--- src/rtl/core/dpdc_pkg.sv ---
// shared types, widths and register map of the dual pid drive controller
package dpdc_pkg;

  localparam int FRAC      = 12;
  localparam int FRAC_MASK = (1 << FRAC) - 1;

  localparam int GAIN_W   = 16;
  localparam int POS_W    = 24;
  localparam int HEAD_W   = 16;
  localparam int HRAW_W   = 9;
  localparam int ERR_W    = 25;
  localparam int RERR_W   = 17;
  localparam int HWRAP_W  = 10;
  localparam int P_W      = 40;
  localparam int DIFF_W   = 41;
  localparam int D_W      = 45;
  localparam int ACC_W    = 48;
  localparam int MUL_B_W  = 48;
  localparam int PROD_W   = 64;
  localparam int PWR_W    = 52;
  localparam int VEL_W    = 16;

  localparam int NUM_REGS  = 8;
  localparam int CFG_IDX_W = 3;

  // input tdata layout, lowest bit first
  localparam int TDIST_LSB   = 0;
  localparam int THEAD_LSB   = TDIST_LSB + POS_W;
  localparam int LPOS_LSB    = THEAD_LSB + HEAD_W;
  localparam int RPOS_LSB    = LPOS_LSB + POS_W;
  localparam int HRAW_LSB    = RPOS_LSB + POS_W;
  localparam int S_TDATA_W   = ((HRAW_LSB + HRAW_W + 7) / 8) * 8;
  localparam int M_TDATA_W   = 2 * VEL_W;

  localparam logic [HRAW_W-1:0]          HEAD_HALF_TURN = 9'd180;
  localparam logic signed [HWRAP_W-1:0]  HEAD_FULL_TURN = 10'sd360;

  localparam logic signed [P_W-1:0] LAT_INT_LIM  = 40'sd880640;  // 215 in q.12
  localparam logic signed [P_W-1:0] ROT_INT_LIM  = 40'sd20480;   // 5 in q.12
  localparam logic signed [P_W-1:0] LAT_DONE_TOL = 40'sd264773;  // about 64.64 in q.12
  localparam logic signed [P_W-1:0] ROT_DONE_TOL = 40'sd6144;    // 1.5 in q.12

  localparam logic signed [VEL_W-1:0] VEL_MAX = 16'sh7FFF;
  localparam logic signed [VEL_W-1:0] VEL_MIN = 16'sh8000;

  typedef enum logic [CFG_IDX_W-1:0] {
    REG_LAT_KP   = 3'd0,
    REG_LAT_KD   = 3'd1,
    REG_LAT_KI   = 3'd2,
    REG_LAT_GAIN = 3'd3,
    REG_ROT_KP   = 3'd4,
    REG_ROT_KD   = 3'd5,
    REG_ROT_KI   = 3'd6,
    REG_ROT_GAIN = 3'd7
  } cfg_reg_e;

  typedef struct packed {
    logic signed [GAIN_W-1:0] kp;
    logic signed [GAIN_W-1:0] kd;
    logic signed [GAIN_W-1:0] ki;
    logic signed [GAIN_W-1:0] out_gain;
  } pid_gains_t;

  // one command bit per sequencer step
  typedef struct packed {
    logic load_in;
    logic calc_err;
    logic mul_p;
    logic mul_d;
    logic mul_i;
    logic upd_int;
    logic upd_sum;
    logic mul_g;
    logic load_out;
  } dp_cmd_t;

  typedef struct packed {
    logic enable;
    logic out_free;
  } dp_status_t;

  function automatic logic [GAIN_W-1:0] reg_reset(input cfg_reg_e idx);
    logic [GAIN_W-1:0] v;
    unique case (idx)
      REG_LAT_KP:   v = 16'd3686;
      REG_LAT_KD:   v = 16'd5734;
      REG_LAT_KI:   v = 16'd0;
      REG_LAT_GAIN: v = 16'd4096;
      REG_ROT_KP:   v = 16'd4915;
      REG_ROT_KD:   v = 16'd2048;
      REG_ROT_KI:   v = 16'd0;
      REG_ROT_GAIN: v = 16'd11059;
      default:      v = '0;
    endcase
    return v;
  endfunction

endpackage

--- src/rtl/core/dpdc_ctrl.sv ---
// sequencer state machine of the dual pid drive controller
module dpdc_ctrl (
  input  logic                 clk_i,
  input  logic                 rst_ni,
  input  logic                 s_tvalid_i,
  output logic                 s_tready_o,
  input  dpdc_pkg::dp_status_t status_i,
  output dpdc_pkg::dp_cmd_t    cmd_o
);

  typedef enum logic [8:0] {
    ST_IDLE  = 9'b000000001,
    ST_ERR   = 9'b000000010,
    ST_MUL_P = 9'b000000100,
    ST_MUL_D = 9'b000001000,
    ST_MUL_I = 9'b000010000,
    ST_INTEG = 9'b000100000,
    ST_SUM   = 9'b001000000,
    ST_GAIN  = 9'b010000000,
    ST_OUT   = 9'b100000000
  } state_e;

  state_e state_q, state_d;

  always_comb begin
    state_d = state_q;
    unique case (state_q)
      ST_IDLE:  if (s_tvalid_i) state_d = ST_ERR;
      ST_ERR:   state_d = status_i.enable ? ST_MUL_P : ST_OUT;
      ST_MUL_P: state_d = ST_MUL_D;
      ST_MUL_D: state_d = ST_MUL_I;
      ST_MUL_I: state_d = ST_INTEG;
      ST_INTEG: state_d = ST_SUM;
      ST_SUM:   state_d = ST_GAIN;
      ST_GAIN:  state_d = ST_OUT;
      ST_OUT:   if (status_i.out_free) state_d = ST_IDLE;
      default:  state_d = ST_IDLE;
    endcase
  end

  always_ff @(posedge clk_i or negedge rst_ni) begin
    if (!rst_ni) begin
      state_q <= ST_IDLE;
    end else begin
      state_q <= state_d;
    end
  end

  assign s_tready_o     = (state_q == ST_IDLE);
  assign cmd_o.load_in  = (state_q == ST_IDLE) && s_tvalid_i;
  assign cmd_o.calc_err = (state_q == ST_ERR);
  assign cmd_o.mul_p    = (state_q == ST_MUL_P);
  assign cmd_o.mul_d    = (state_q == ST_MUL_D);
  assign cmd_o.mul_i    = (state_q == ST_MUL_I);
  assign cmd_o.upd_int  = (state_q == ST_INTEG);
  assign cmd_o.upd_sum  = (state_q == ST_SUM);
  assign cmd_o.mul_g    = (state_q == ST_GAIN);
  assign cmd_o.load_out = (state_q == ST_OUT) && status_i.out_free;

endmodule

--- config.mk ---
export PLATFORM = sky130hd
export DESIGN_NAME = dpdc_ctrl
export DESIGN_NICKNAME = d
export VERILOG_FILES = /design/src/rtl/core/dpdc_pkg.sv /design/src/rtl/core/dpdc_ctrl.sv
export SDC_FILE = /design/constraint.sdc
export NUM_CORES = 1
export LEC_CHECK = 0
export BUFFER_PORTS_ARGS = -buffer_cell sky130_fd_sc_hd__buf_2
export CORE_AREA = 2 2 39 41
export CTS_CLUSTER_DIAMETER = 200
export CTS_CLUSTER_SIZE = 16
export DETAILED_ROUTE_END_ITERATION = 8
export DIE_AREA = 0 0 41 43
export GPL_TIMING_DRIVEN = 0
export PLACE_DENSITY = 0.81
export SETUP_SLACK_MARGIN = 0.4
export SYNTH_ARGS = -nofsm -noshare
export SYNTH_HDL_FRONTEND = slang
export SYNTH_SLANG_ARGS = --single-unit
--- constraint.sdc ---
create_clock -name clk_i -period 5.1 [get_ports clk_i]
set_input_delay 1.02 -clock clk_i [delete_from_list [all_inputs] [get_ports clk_i]]
set_output_delay 1.02 -clock clk_i [all_outputs]
set_load 0.02 [all_outputs]
; Yosys cells after proc, flatten, opt, wreduce, memory -nomap -nowiden
; Cells that the tools add are included.
[totals]
ff_bits = 9
input_bits = 5
out_inout_bits = 10
elab_cells = 19
[classes]
eq_ne = 11
muxes = 4
reduce_logical = 3
[op_table]
columns = cell, n
row1 = 9-bit case mux with 9 select lines, 1
row2 = 9-bit 2-to-1 mux, 3
row3 = "9-bit by 1-bit == test with 1-bit output, second input constant", 1
row4 = "9-bit by 2-bit == test with 1-bit output, second input constant", 1
row5 = "9-bit by 3-bit == test with 1-bit output, second input constant", 1
row6 = "9-bit by 4-bit == test with 1-bit output, second input constant", 1
row7 = "9-bit by 5-bit == test with 1-bit output, second input constant", 1
row8 = "9-bit by 6-bit == test with 1-bit output, second input constant", 1
row9 = "9-bit by 7-bit == test with 1-bit output, second input constant", 1
row10 = "9-bit by 8-bit == test with 1-bit output, second input constant", 1
row11 = "9-bit == test, second input constant", 1
row12 = "2-bit inequality test, second input constant", 2
row13 = 1-bit logical AND, 2
row14 = 2-bit AND reduction, 1

; Depth between registers and ports, before layout
[logic_depth]
depth_word = 3
mapped_depth = 5
mapped_depth_nobuf = 4

; Worst setup path before layout
; OpenSTA, ideal clock, no wires.
[synth_timing]
path_kind = input port to output port
start = input port status_i[0] (netlist bit)
end = output port cmd_o[0] (netlist bit)
arrival_ps = 1807
setup_slack_ps = 2273
stages = 2
n_path_buf = 0
path_cell_list = inv_1 > nor4b_1
[synth_lines]
columns = element, line_no
row1 = start: declaration, dpdc_ctrl.sv:7  ; input dpdc_pkg::dp_status_t status_i,
row2 = end: declaration, dpdc_ctrl.sv:8  ; output dpdc_pkg::dp_cmd_t cmd_o

==> flow_metrics.env <==
export IMPL_run_status="finished clean"
export IMPL_io_pin_count=15
export IMPL_drive_above_1_share_pct=37.8
export IMPL_worst_hold_class="input port to async pin"
export IMPL_synth_area_top_cells="dfrtp_1 34%, nor4b_4 8.0%, nor4b_1 5.9%, dfstp_2 4.4%, nor3b_1 3.8%"
export IMPL_cts_buffers=3
export IMPL_power_per_cell_area_mw_per_mm2=419
export IMPL_leakagePower_uw=0.000365
export IMPL_floorplan_die_area_mm2=0.00176
export IMPL_core_area_mm2=0.00138
export IMPL_regMostFlops="state_q"
export IMPL_worst_path_max_fanout=9
export IMPL_largest_register_ffs=9
export IMPL_worst_clock_skew_ps=4.13
export IMPL_num_fill_cells=138
export IMPL_vdd_ir_drop_max_mv=0.194
export IMPL_post_cts_resized_instances=0
export IMPL_crit_start="state_q[2]"
export IMPL_max_cap_violations=0
export IMPL_ctsHtreeMaxLevel=1
export IMPL_postRouteWirelength_mm=1.18
export IMPL_r2r_end="state_q[8]"
export IMPL_std_cell_rows=14
export IMPL_drt_iter0_drc=28
export IMPL_average_cell_area_after_synthesis_um2=10.6
export IMPL_num_nets_final=80
export IMPL_report_final_slew_viol_count=0
export IMPL_synth_seq_area_share_pct=38.0
export IMPL_number_of_clock_sinks=9
export IMPL_setup_repair_after_global_routing_missed_its_margin="no"
export IMPL_max_slew_worst_pin_slew_ps=474
export IMPL_dp_worst_setup_slack_ps=2410
export IMPL_detailedPlacementHpwl_um=881
export IMPL_totalNegativeSetupSlack_ps=0
export IMPL_drt_antenna_violating_nets=0
export IMPL_r2r_slack_ps=3460
export IMPL_post_synth_instance_area_um2=596
export IMPL_grt_antenna_before_repair=0
export IMPL_antenna_cells=0
export IMPL_place_port_buffers=14
export IMPL_finalCriticalPeriod_ps=2970
export IMPL_cts_max_path_buffers=2
export IMPL_path_class="flop to primary output"
export IMPL_timing_critical_path_to_type="primary output"
export IMPL_gp_routability_congestion=0.748
export IMPL_tritoncts="done"
export IMPL_avgRoutedWirePerCell_um=13.2
export IMPL_setup_worst_path_start_class="flop"
export IMPL_synth_top_area_share_pct=33.6
export IMPL_layout_cells_most_common_list="14 x buf_2, 8 x dfrtp_1, 5 x inv_1"
export IMPL_floorplan_die_width_um=41
export IMPL_synthDominantAreaCellType="dfrtp_1"
export IMPL_ys_warn_count=0
export IMPL_combinational_family_with_the_most_area_after_synthesis="simple AND/OR/NAND/NOR gates"
export IMPL_synth_xor_area_share_pct=2.94
export IMPL_worst_r2r_path_depth=4
export IMPL_via_count=504
export IMPL_synthSimpleGateAreaFrac_pct=43.7
export IMPL_clk_pin_slew_worst_paths_ps=60
export IMPL_pin_count_of_the_biggest_net_entering_global_routing=10
export IMPL_rr_startpoint="state_q[2]"
export IMPL_portion_of_netlist_area_occupied_by_mux_cells_pct=0
export IMPL_synth_fp_nets=61
export IMPL_cp_arrival_ps=1950
export IMPL_final_hold_worst_slack_ps=599
export IMPL_grt_ovfl_total=0
export IMPL_yosys_area_share_adder_pct=0
export IMPL_area_growth_pct=19.5
export IMPL_synth_lib_cells_used_distinct=27
export IMPL_cts_repair_timing_setup_buffer_count=0
export IMPL_reg_largest_list="state_q x9"
export IMPL_finalCritPeriodShare_pct=58.2
export IMPL_final_critical_path_setup_slack_ps=2130
export IMPL_final_common_cell="buf_2"
export IMPL_required_time_at_the_endpoint_of_the_critical_path_ps=4080
export IMPL_initial_core_utilization_pct=43.0
export IMPL_hold_buffers=0
export IMPL_maxClockFrequency_ghz=0.337
export IMPL_syn_inst=56
export IMPL_grt_pass1_wl_mm=1.97
export IMPL_clk_latency_ps=260
export IMPL_power_total_uw=298
export IMPL_first_global_vias=464
export IMPL_cts_root_buf="clkbuf_4"
export IMPL_first_pass_iters=4
export IMPL_die_y_um=43
export IMPL_synth_compound_area_share_pct=10.3
export IMPL_viasPerCell=5.60
export IMPL_final_area_um2=712
export IMPL_slew_headroom_pct=68.3
export IMPL_grt_usage_pct=16.8
export IMPL_place_area_um2=686
export IMPL_report_final_setup_viol=0
export IMPL_hold_violations=0
export IMPL_ys_ff_latch=9
export IMPL_count_of_unresolved_drc_violations_after_routing=0
-- synthesized netlist by cell type, drive strengths merged --
| cell type | number |
|---|---|
| nor3b | 3 |
| dfrtp | 8 |
| inv | 5 |
| nand2b | 2 |
| nor3 | 1 |
| xor2 | 2 |
| nor2b | 1 |
| and2 | 3 |
| o21ai | 4 |
| nand4 | 1 |
| and2b | 1 |
| o2bb2ai | 1 |
| nor4b | 6 |
| and3 | 2 |
| a21boi | 1 |
| o211ai | 1 |
| nand2 | 3 |
| o31ai | 1 |
| nor2 | 2 |
| nor4 | 4 |
| buf | 1 |
| nand3 | 1 |
| a211o | 1 |
| dfstp | 1 |
-- report_power, final --
group          switching [uW]  leakage, uW  internal (uW)  total (uW)
Combinational            73.6     0.000229           58.6         132
Sequential               25.6     0.000121           85.6         111
Clock                    24.6    0.0000150           30.1        54.8
-- routing by layer --
metal	track usage, %	vias up	routed length (um)
met5	0	-	0
met4	10.0	0	25
met3	4.71	4	70
met2	23.1	21	550
met1	22.5	235	538
li1	-	244	-
-- cell type report --
class	instances	area [um^2]	share of cell area (%)
clock buffers	4	26.3	3.69
multi-input cells	41	339	47.6
flip-flops and latches	9	226	31.8
plain buffers	1	11.3	1.58
repair buffers	14	70.1	9.84
inverters	5	18.8	2.64
well taps	16	20.0	2.81
-- cell families (layout without fill, tap and decap cells) --
logic type / Yosys count / count (layout)
xor gates and xnor gates: 2 / 2
AOI/OAI and AO/OA: 9 / 9
and+or+nand+nor: 30 / 30
DFF: 9 / 9
buffers and inverters: 6 / 24
-- worst max-delay path, cell delays in order, from the launching register on --
cell	delay, ps
dfrtp_1	490
nor4_4	450
nand2_4	120
nor4b_4	310
and2_1	170
buf_2	150
-- through the flow --
step / cells / util (%)
2_1_floorplan: 56 / -
3_3_place_gp: 86 / 49.5
3_5_place_dp: 86 / 49.5
4_1_cts: 90 / 51.4
5_1_grt: 90 / 51.4
6_report: 90 / 51.4
-- worst max-delay path by stage --
stage,endpoint,cells past startpoint
after floorplan,cmd_o[0],2
after global placement,cmd_o[8],5
after detailed placement,cmd_o[8],5
after CTS,cmd_o[8],5
after global routing,cmd_o[8],5
final,cmd_o[8],5
Note: power is estimated with default switching activity, not from simulation.
